**src/design/sha1_pkg.sv**
```systemverilog
// Shared types and constants for the SHA-1 hash engine.
`timescale 1ns / 1ps
package sha1_pkg;

   localparam logic [31:0] H0 = 32'h6745_2301;
   localparam logic [31:0] H1 = 32'hEFCD_AB89;
   localparam logic [31:0] H2 = 32'h98BA_DCFE;
   localparam logic [31:0] H3 = 32'h1032_5476;
   localparam logic [31:0] H4 = 32'hC3D2_E1F0;

   localparam logic [31:0] K0 = 32'h5A82_7999;
   localparam logic [31:0] K1 = 32'h6ED9_EBA1;
   localparam logic [31:0] K2 = 32'h8F1B_BCDC;
   localparam logic [31:0] K3 = 32'hCA62_C1D6;

   localparam logic [31:0] PAD_MARKER = 32'h8000_0000;

   localparam logic [6:0] ROUND_K1_START = 7'd20;
   localparam logic [6:0] ROUND_K2_START = 7'd40;
   localparam logic [6:0] ROUND_K3_START = 7'd60;
   localparam logic [6:0] LAST_ROUND     = 7'd79;

   localparam logic [3:0] LAST_SLOT       = 4'd15;
   localparam logic [3:0] LEN_HI_SLOT     = 4'd14;
   localparam logic [3:0] LAST_MARKER_FIT = 4'd13;

   localparam logic [2:0] FULL_WORD_BYTES = 3'd4;
   localparam logic [2:0] LAST_DIGEST     = 3'd4;

   typedef enum logic [2:0] {
      ST_IDLE,
      ST_PAD,
      ST_ROUND,
      ST_ADD,
      ST_OUT
   } sha1_state_type;

   typedef struct packed {
      logic        load;
      logic [31:0] load_data;
      logic        init;
      logic        round;
      logic        finish;
      logic        restart;
      logic [2:0]  sel;
   } sha1_cmd_type;

   typedef struct packed {
      logic        round_last;
      logic [31:0] digest_word;
   } sha1_stat_type;

endpackage

```
**src/design/sha1_stream_if.sv**
```systemverilog
// Request and response channel interfaces of the SHA-1 hash engine.
`timescale 1ns / 1ps
interface sha1_req_if;
   logic        valid;
   logic        ready;
   logic [31:0] message_word;
   logic [2:0]  valid_bytes;
   logic        final_word;

   modport source (output valid, message_word, valid_bytes, final_word, input ready);
   modport sink   (input valid, message_word, valid_bytes, final_word, output ready);
endinterface

interface sha1_rsp_if;
   logic        valid;
   logic        ready;
   logic [31:0] digest_word;
   logic        digest_last;

   modport source (output valid, digest_word, digest_last, input ready);
   modport sink   (input valid, digest_word, digest_last, output ready);
endinterface

```
**src/design/sha1_hash_engine.sv**
```systemverilog
// Top level of the streaming SHA-1 hash engine: sequencer, padding and length tracking.
//
//   channel  dir  payload                                   handshake
//   req_if   in   message_word[31:0] valid_bytes[2:0] final_word   valid/ready
//   rsp_if   out  digest_word[31:0] digest_last                    valid/ready
//
// A message word is taken whenever the engine is idle. The word that fills a 64-byte block
// starts the shared round unit: 80 rounds at one per cycle plus an add step,
// and no new request is taken until that compression is done.
// A final word writes up to 18 padding words at one per cycle, held while one or
// two compressions run, then offers five digest words; ready stays low until the last
// is taken. Reset loads the initial chaining values; rsp stalls simply hold.
`timescale 1ns / 1ps
module sha1_hash_engine
   import sha1_pkg::*;
(
   input logic          clock,
   input logic          reset,
   sha1_req_if.sink     req_if,
   sha1_rsp_if.source   rsp_if
);

   sha1_state_type state_ff, state_in;
   logic [3:0]     wcnt_ff, wcnt_in;
   logic [63:0]    len_ff, len_in;
   logic           marker_ff, marker_in;
   logic           len_ok_ff, len_ok_in;
   logic           pad_ff, pad_in;
   logic           last_ff, last_in;
   logic [2:0]     osel_ff, osel_in;
   sha1_cmd_type   cmd;
   sha1_stat_type  stat;
   logic [2:0]     byte_cnt;
   logic [31:0]    tail_word;
   logic           req_take, rsp_take;

   function automatic logic [31:0] mark_tail(input logic [31:0] w, input logic [2:0] n);
      case (n)
         3'd0:    mark_tail = PAD_MARKER;
         3'd1:    mark_tail = {w[31:24], 24'h80_0000};
         3'd2:    mark_tail = {w[31:16], 16'h8000};
         3'd3:    mark_tail = {w[31:8], 8'h80};
         default: mark_tail = w;
      endcase
   endfunction

   sha1_round_core u_core (
      .clock (clock),
      .reset (reset),
      .cmd   (cmd),
      .stat  (stat)
   );

   assign byte_cnt  = (req_if.valid_bytes > FULL_WORD_BYTES) ? FULL_WORD_BYTES
                                                             : req_if.valid_bytes;
   assign tail_word = mark_tail(req_if.message_word, byte_cnt);
   assign req_take  = req_if.valid && req_if.ready;
   assign rsp_take  = rsp_if.valid && rsp_if.ready;

   always_comb begin
      state_in  = state_ff;
      wcnt_in   = wcnt_ff;
      len_in    = len_ff;
      marker_in = marker_ff;
      len_ok_in = len_ok_ff;
      pad_in    = pad_ff;
      last_in   = last_ff;
      osel_in   = osel_ff;
      cmd       = '0;
      cmd.sel   = osel_ff;
      req_if.ready       = 1'b0;
      rsp_if.valid       = 1'b0;
      rsp_if.digest_word = stat.digest_word;
      rsp_if.digest_last = (osel_ff == LAST_DIGEST);
      case (state_ff)
         ST_IDLE: begin
            req_if.ready = 1'b1;
            if (req_take) begin
               cmd.load = 1'b1;
               wcnt_in  = wcnt_ff + 4'd1;
               if (req_if.final_word) begin
                  cmd.load_data = tail_word;
                  len_in        = len_ff + {61'd0, byte_cnt};
                  pad_in        = 1'b1;
                  last_in       = 1'b0;
                  marker_in     = (byte_cnt == FULL_WORD_BYTES);
                  len_ok_in     = (byte_cnt != FULL_WORD_BYTES) && (wcnt_ff <= LAST_MARKER_FIT);
                  state_in      = ST_PAD;
               end else begin
                  cmd.load_data = req_if.message_word;
                  len_in        = len_ff + 64'd4;
               end
               if (wcnt_ff == LAST_SLOT) begin
                  cmd.init = 1'b1;
                  state_in = ST_ROUND;
               end
            end
         end
         ST_PAD: begin
            cmd.load = 1'b1;
            wcnt_in  = wcnt_ff + 4'd1;
            if (marker_ff) begin
               cmd.load_data = PAD_MARKER;
               marker_in     = 1'b0;
               len_ok_in     = (wcnt_ff <= LAST_MARKER_FIT);
            end else if (len_ok_ff && wcnt_ff == LEN_HI_SLOT) begin
               cmd.load_data = len_ff[60:29];
            end else if (len_ok_ff && wcnt_ff == LAST_SLOT) begin
               cmd.load_data = {len_ff[28:0], 3'b000};
               last_in       = 1'b1;
            end else begin
               cmd.load_data = '0;
            end
            if (wcnt_ff == LAST_SLOT) begin
               cmd.init = 1'b1;
               state_in = ST_ROUND;
            end
         end
         ST_ROUND: begin
            cmd.round = 1'b1;
            if (stat.round_last) state_in = ST_ADD;
         end
         ST_ADD: begin
            cmd.finish = 1'b1;
            if (!pad_ff) begin
               state_in = ST_IDLE;
            end else if (last_ff) begin
               osel_in  = '0;
               state_in = ST_OUT;
            end else begin
               len_ok_in = 1'b1;
               state_in  = ST_PAD;
            end
         end
         ST_OUT: begin
            rsp_if.valid = 1'b1;
            if (rsp_take) begin
               osel_in = osel_ff + 3'd1;
               if (osel_ff == LAST_DIGEST) begin
                  cmd.restart = 1'b1;
                  len_in      = '0;
                  wcnt_in     = '0;
                  pad_in      = 1'b0;
                  last_in     = 1'b0;
                  osel_in     = '0;
                  state_in    = ST_IDLE;
               end
            end
         end
         default: state_in = ST_IDLE;
      endcase
   end

   always_ff @(posedge clock) begin
      if (reset) begin
         state_ff  <= ST_IDLE;
         wcnt_ff   <= '0;
         len_ff    <= '0;
         marker_ff <= 1'b0;
         len_ok_ff <= 1'b0;
         pad_ff    <= 1'b0;
         last_ff   <= 1'b0;
         osel_ff   <= '0;
      end else begin
         state_ff  <= state_in;
         wcnt_ff   <= wcnt_in;
         len_ff    <= len_in;
         marker_ff <= marker_in;
         len_ok_ff <= len_ok_in;
         pad_ff    <= pad_in;
         last_ff   <= last_in;
         osel_ff   <= osel_in;
      end
   end

   a_no_overlap: assert property (@(posedge clock) disable iff (reset)
      !(req_if.ready && rsp_if.valid))
      else $error("request taken while digest pending");

   a_digest_follows: assert property (@(posedge clock) disable iff (reset)
      (state_ff == ST_ADD && pad_ff && last_ff) |=> rsp_if.valid)
      else $error("digest not offered after final compression");

   a_rounds_hold: assert property (@(posedge clock) disable iff (reset)
      (state_ff == ST_ROUND && !stat.round_last) |=> (state_ff == ST_ROUND))
      else $error("round sequence cut short");

   a_restart: assert property (@(posedge clock) disable iff (reset)
      (rsp_take && rsp_if.digest_last) |=> (req_if.ready && wcnt_ff == 4'd0 && len_ff == 64'd0))
      else $error("engine not restarted after digest");

endmodule

```
**src/design/sha1_round_core.sv**
```systemverilog
// SHA-1 datapath: schedule shift line, working variables, chaining words, round unit.
`timescale 1ns / 1ps
module sha1_round_core
   import sha1_pkg::*;
(
   input  logic          clock,
   input  logic          reset,
   input  sha1_cmd_type  cmd,
   output sha1_stat_type stat
);

   logic [31:0] w_ff [16];
   logic [31:0] w_in [16];
   logic [31:0] a_ff, b_ff, c_ff, d_ff, e_ff;
   logic [31:0] a_in, b_in, c_in, d_in, e_in;
   logic [31:0] h_ff [5];
   logic [31:0] h_in [5];
   logic [6:0]  rcnt_ff, rcnt_in;
   logic [31:0] f_val, k_val, w_next, temp;

   always_comb begin
      if (rcnt_ff < ROUND_K1_START) begin
         f_val = (b_ff & c_ff) | (~b_ff & d_ff);
         k_val = K0;
      end else if (rcnt_ff < ROUND_K2_START) begin
         f_val = b_ff ^ c_ff ^ d_ff;
         k_val = K1;
      end else if (rcnt_ff < ROUND_K3_START) begin
         f_val = (b_ff & c_ff) | (b_ff & d_ff) | (c_ff & d_ff);
         k_val = K2;
      end else begin
         f_val = b_ff ^ c_ff ^ d_ff;
         k_val = K3;
      end
      w_next = w_ff[13] ^ w_ff[8] ^ w_ff[2] ^ w_ff[0];
      temp   = {a_ff[26:0], a_ff[31:27]} + f_val + e_ff + k_val + w_ff[0];
   end

   always_comb begin
      w_in    = w_ff;
      a_in    = a_ff;
      b_in    = b_ff;
      c_in    = c_ff;
      d_in    = d_ff;
      e_in    = e_ff;
      h_in    = h_ff;
      rcnt_in = rcnt_ff;
      if (cmd.load || cmd.round) begin
         for (int i = 0; i < 15; i++) w_in[i] = w_ff[i+1];
         w_in[15] = cmd.load ? cmd.load_data : {w_next[30:0], w_next[31]};
      end
      if (cmd.init) begin
         a_in    = h_ff[0];
         b_in    = h_ff[1];
         c_in    = h_ff[2];
         d_in    = h_ff[3];
         e_in    = h_ff[4];
         rcnt_in = '0;
      end else if (cmd.round) begin
         e_in    = d_ff;
         d_in    = c_ff;
         c_in    = {b_ff[1:0], b_ff[31:2]};
         b_in    = a_ff;
         a_in    = temp;
         rcnt_in = rcnt_ff + 7'd1;
      end
      if (cmd.finish) begin
         h_in[0] = h_ff[0] + a_ff;
         h_in[1] = h_ff[1] + b_ff;
         h_in[2] = h_ff[2] + c_ff;
         h_in[3] = h_ff[3] + d_ff;
         h_in[4] = h_ff[4] + e_ff;
      end else if (cmd.restart) begin
         h_in[0] = H0;
         h_in[1] = H1;
         h_in[2] = H2;
         h_in[3] = H3;
         h_in[4] = H4;
      end
   end

   always_ff @(posedge clock) begin
      w_ff <= w_in;
      a_ff <= a_in;
      b_ff <= b_in;
      c_ff <= c_in;
      d_ff <= d_in;
      e_ff <= e_in;
   end

   always_ff @(posedge clock) begin
      if (reset) begin
         h_ff[0] <= H0;
         h_ff[1] <= H1;
         h_ff[2] <= H2;
         h_ff[3] <= H3;
         h_ff[4] <= H4;
         rcnt_ff <= '0;
      end else begin
         h_ff    <= h_in;
         rcnt_ff <= rcnt_in;
      end
   end

   always_comb begin
      stat.round_last = (rcnt_ff == LAST_ROUND);
      case (cmd.sel)
         3'd0:    stat.digest_word = h_ff[0];
         3'd1:    stat.digest_word = h_ff[1];
         3'd2:    stat.digest_word = h_ff[2];
         3'd3:    stat.digest_word = h_ff[3];
         default: stat.digest_word = h_ff[4];
      endcase
   end

endmodule

```
**src/flat_wrapper.sv**
```systemverilog
// flat-port wrapper written by rule: the top's interface ports become plain ports
module sha1_hash_engine_flat import sha1_pkg::*;
  (clock, reset, req_if_valid, req_if_message_word, req_if_valid_bytes, req_if_final_word, req_if_ready, rsp_if_valid, rsp_if_digest_word, rsp_if_digest_last, rsp_if_ready);
  sha1_req_if req_if_i ();
  sha1_rsp_if rsp_if_i ();
  input logic clock;
  input logic reset;
  input wire logic [$bits(req_if_i.valid)-1:0] req_if_valid;
  input wire logic [$bits(req_if_i.message_word)-1:0] req_if_message_word;
  input wire logic [$bits(req_if_i.valid_bytes)-1:0] req_if_valid_bytes;
  input wire logic [$bits(req_if_i.final_word)-1:0] req_if_final_word;
  output wire logic [$bits(req_if_i.ready)-1:0] req_if_ready;
  output wire logic [$bits(rsp_if_i.valid)-1:0] rsp_if_valid;
  output wire logic [$bits(rsp_if_i.digest_word)-1:0] rsp_if_digest_word;
  output wire logic [$bits(rsp_if_i.digest_last)-1:0] rsp_if_digest_last;
  input wire logic [$bits(rsp_if_i.ready)-1:0] rsp_if_ready;
  assign req_if_i.valid = req_if_valid;
  assign req_if_i.message_word = req_if_message_word;
  assign req_if_i.valid_bytes = req_if_valid_bytes;
  assign req_if_i.final_word = req_if_final_word;
  assign req_if_ready = req_if_i.ready;
  assign rsp_if_valid = rsp_if_i.valid;
  assign rsp_if_digest_word = rsp_if_i.digest_word;
  assign rsp_if_digest_last = rsp_if_i.digest_last;
  assign rsp_if_i.ready = rsp_if_ready;
  sha1_hash_engine u_core (.clock(clock), .reset(reset), .req_if(req_if_i), .rsp_if(rsp_if_i));
endmodule
```
**config.mk**
```make
export PLATFORM = sky130hd
export DESIGN_NAME = sha1_hash_engine_flat
export DESIGN_NICKNAME = d
export VERILOG_FILES = /design/src/design/sha1_pkg.sv /design/src/design/sha1_stream_if.sv /design/src/design/sha1_hash_engine.sv /design/src/design/sha1_round_core.sv /design/src/flat_wrapper.sv
export SDC_FILE = /design/constraint.sdc
export NUM_CORES = 2
export LEC_CHECK = 0
export ABC_AREA = 1
export BUFFER_PORTS_ARGS = -buffer_cell sky130_fd_sc_hd__buf_2
export CAP_MARGIN = 20
export CORE_MARGIN = 4
export CORE_UTILIZATION = 50
export DETAILED_ROUTE_END_ITERATION = 10
export GPL_ROUTABILITY_DRIVEN = 0
export GPL_TIMING_DRIVEN = 1
export PLACE_DENSITY = 0.66
export SYNTH_ARGS = -nofsm -noshare
export SYNTH_HDL_FRONTEND = slang
export SYNTH_SLANG_ARGS = --single-unit
export TNS_END_PERCENT = 50
```
**constraint.sdc**
```tcl
create_clock -name clock -period 20.1 [get_ports clock]
set_input_delay 5.025 -clock clock [delete_from_list [all_inputs] [get_ports clock]]
set_output_delay 5.025 -clock clock [all_outputs]
set_load 0.01 [all_outputs]
```
==> results by group <==
Outcome
  – Status: finished, final reports clean

Route
  – Routed length per placed instance: 21.7 um
  – Post-route ant nets: 0
  – DR vias/cell: 5.68
  – Routed wire length: approximately 170000 um
  – Drt pass-1 iters: 6
  – DRC: 0
  – DR iter-0 viols: between 5000 and 6000
  – Total number of vias: 45300

Run
  – Maxcap violations: 0

Setup path
  – Setup CP Type: reg2out
  – Crit Reg-Reg Endpoint: u_core.u_core.a_ff[31]$_DFFE_PP_
  – Worst EP required: 15.07 ns
  – Worst Reg-to-Reg Cells: 24
  – Reg-to-reg critical path startpoint: u_core.u_core.rcnt_ff[4]$_SDFFE_PP0P_
  – Crit path max fanout: 17
  – Launch point of the worst path: u_core.osel_ff[0]$_SDFFE_PP0P_
  – Worst reg2reg setup slack: 13.77 ns
  – Critical path arrival: 4.14 ns
  – Worst setup endpoint: rsp_if_digest_word[12]
  – CP Launch Type: register
  – Critical path endpoint category: output port

Floorplanning
  – Die Area: 111000 um^2
  – Core Area: 105000 um^2
  – Die Span Y: 334 um
  – Io pins: 75
  – Die X: 334 um
  – FP Rows: 119
  – Starting Density: 0.504

STA
  – Setup TNS: 0 ns
  – Final min period: 9.17 ns
  – Hold slack final: roughly 0.39 ns
  – Worst slew margin: 0.259
  – Hold Fails Final Rpt: 0
  – Final Max Tran Viols: 0
  – Worst Clk Skew: 0.0520 ns
  – Measured slew at the worst slew-check pin: 1.11 ns
  – Final worst slack: 10.93 ns
  – RSZ-0062 raised after global routing: no
  – Final worst path period share: 0.456
  – Setup Viol. Count Final: 0
  – Max Fclk: 109 MHz

Pwr
  – P per Cell Area: between 80 and 90 nW/um^2
  – Static Leak: 25.8 nW
  – Worst VDD drop: approximately 0.10 mV

Global route
  – GR peak layer: met2
  – Global-route wire length before repair: 256000 um
  – GR Layer Usage met2: 0.481
  – GRT overflow: 0
  – Vias in the first global route: 42500
  – Grt met1 use: 0.397
  – GRT met3 Usage: 0.0549
  – Total GRT Usage: 0.303
  – Largest net degree at the start of global routing: 211
  – Initial antenna violation count: 4

Clock network
  – Clk_lat worst skew: 0.72 ns
  – Total CTS buffers: 98
  – Clock Tree Buf Depth: 3
  – Post_cts resized: 0
  – Clock Sink Count: approximately 910
  – TritonCTS clock tree: built
  – Hold_buf cts: 0
  – H-tree levels: 3
  – Clk slew on worst S/H paths: ~0.060 ns
  – Clock root buffer: clkbuf_16
  – # Post-CTS Setup Buffers: 0

Cells and area
  – Layout cells sized above 1: 0.0458
  – Cell area after layout: 58100 um^2
  – Footprint of the multi-input gates: 23700 um^2
  – Fin nets: 6878
  – Most frequent cells in the layout: nand2_1 (2047), inv_1 (992), edfxtp_1 (672)
  – Fillers: 9474
  – Leading cell type in the layout, fill and taps excluded: nand2_1
  – Area growth from synthesis to layout: 9.64%
  – Storage cell area: 25000 um^2
  – Util after Layout: 0.552

Synthesis
  – Ys Warns: 0
  – EDFF count, synth: 672
  – Mapped Nets: approximately 7000
  – Sequential area share after synthesis: 0.472
  – FFs w/ async S/R, synth: 0
  – Synth Area per Inst: about 8.2 um^2
  – Post-Syn Instances: 6436
  – #FFs+latches synth: 914
  – Synthesized area: between 50000 and 60000 um^2
  – Unique masters post-synth: 58
  – Main synth FF type: edfxtp_1

Placed design
  – Post-Place Cell Area: 54800 um^2
  – Post-Place Worst Slack: 10.69 ns
  – Port buffer count: 74
  – Detail Placement HPWL: ~130000 um

Worst hold path
  – Tightest Hold Check Type: reg2reg
worst max-delay path, cell delays in order (launching register included):
cell and delay [ns]:
dfxtp_1 0.37, inv_1 0.11, ha_1 0.22, nand2_1 0.59, clkinv_1 0.70, buf_4 0.39
a221oi_1 0.74, nand2_1 0.12, buf_2 0.18
synth_stat cells (all sizes together), types with 15 or more instances:
library cell / count / area [um^2]
o21ai: 290 / 1450
buf: 66 / 319
dfxtp: 242 / 4840
inv: 999 / 3750
clkbuf: 72 / 270
nand2: 2050 / 7700
xnor2: 108 / 946
nor2: 414 / 1590
or2: 15 / 93.8
xor2: 33 / 289
nand3: 413 / 2080
fa: 126 / 2520
a221oi: 37 / 324
o21bai: 23 / 173
edfxtp: 672 / 20200
nor3: 91 / 460
nand4: 74 / 463
a21oi: 319 / 1600
o22ai: 16 / 100
ha: 207 / 2590
o211ai: 33 / 248
a32oi: 15 / 131
kinds of logic (layout without fill, tap and decap cells):
| kind of cell | Yosys count | in the layout | share of synthesized area |
|---|---|---|---|
| and+or+nand+nor | 3105 | 3105 | 0.240 |
| other | 0 | 3 | 0 |
| DFF | 914 | 914 | 0.472 |
| adders and majority gates | 333 | 333 | 0.0964 |
| buffers and inverters | 1142 | 1295 | 0.0822 |
| xor gates and xnor gates | 141 | 141 | 0.0233 |
| AOI/OAI and AO/OA | 801 | 801 | 0.0862 |
power breakdown:
part / total (W) / leakage [nW] / internal, W / switching, W
logic: 0.000776 / 15.8 / 0.000268 / 0.000508
clock network: 0.00185 / 1.60 / 0.00105 / 0.000795
registers: 0.00246 / 8.43 / 0.00236 / 0.000104
how the worst min path moves through the flow:
stage / end / slack, ns / cells after the start / start
global placement: u_core.u_core.w_ff[482]$_DFFE_PP_ / 0.40 / 0 / u_core.u_core.w_ff[450]$_DFFE_PP_
floorplan: u_core.u_core.w_ff[128]$_DFFE_PP_ / 0.40 / 0 / u_core.u_core.w_ff[96]$_DFFE_PP_
CTS: u_core.u_core.w_ff[390]$_DFFE_PP_ / 0.39 / 0 / u_core.u_core.w_ff[358]$_DFFE_PP_
detailed placement: u_core.u_core.w_ff[166]$_DFFE_PP_ / 0.40 / 0 / u_core.u_core.w_ff[134]$_DFFE_PP_
finish: u_core.u_core.w_ff[390]$_DFFE_PP_ / 0.39 / 0 / u_core.u_core.w_ff[358]$_DFFE_PP_
global route: u_core.u_core.w_ff[390]$_DFFE_PP_ / 0.40 / 0 / u_core.u_core.w_ff[358]$_DFFE_PP_
stage by stage:
step	instances	total power (W)
finish	7983	0.00508
floorplan	6436	0.00309
global route	7980	0.00530
CTS	7978	0.00511
detailed placement	7794	0.00326
global placement	7794	0.00325
per-layer routing:
| layer | vias to the layer above | wire length (um) |
|---|---|---|
| li1 | 21200 | - |
| met1 | 21300 | 67600 |
| met2 | 2328 | 77400 |
| met3 | 493 | 17100 |
| met4 | 2 | 10800 |
| met5 | - | 10 |
area by class of cell:
| cell class | count | area share |
|---|---|---|
| Antenna cell | 3 | 0.000129 |
| Clock buffer | 122 | 0.0444 |
| Clock inverter | 62 | 0.0118 |
| Inverter | 1004 | 0.0649 |
| Multi-Input combinational cell | 4380 | 0.407 |
| Sequential cell | 914 | 0.430 |
| Tap cell | 1391 | 0.0299 |
| Timing Repair Buffer | 107 | 0.0110 |
flip-flops by register name, indices dropped and copies added (netlist names), 3 cells and up:
name,flops
u_core.u_core.c_ff,32
u_core.wcnt_ff,4
u_core.u_core.rcnt_ff,7
u_core.u_core.b_ff,32
u_core.u_core.a_ff,32
u_core.u_core.e_ff,32
u_core.state_ff,3
u_core.u_core.h_ff,160
u_core.u_core.d_ff,32
u_core.osel_ff,3
u_core.len_ff,61
u_core.u_core.w_ff,512
(Power assumes the default switching activity.)
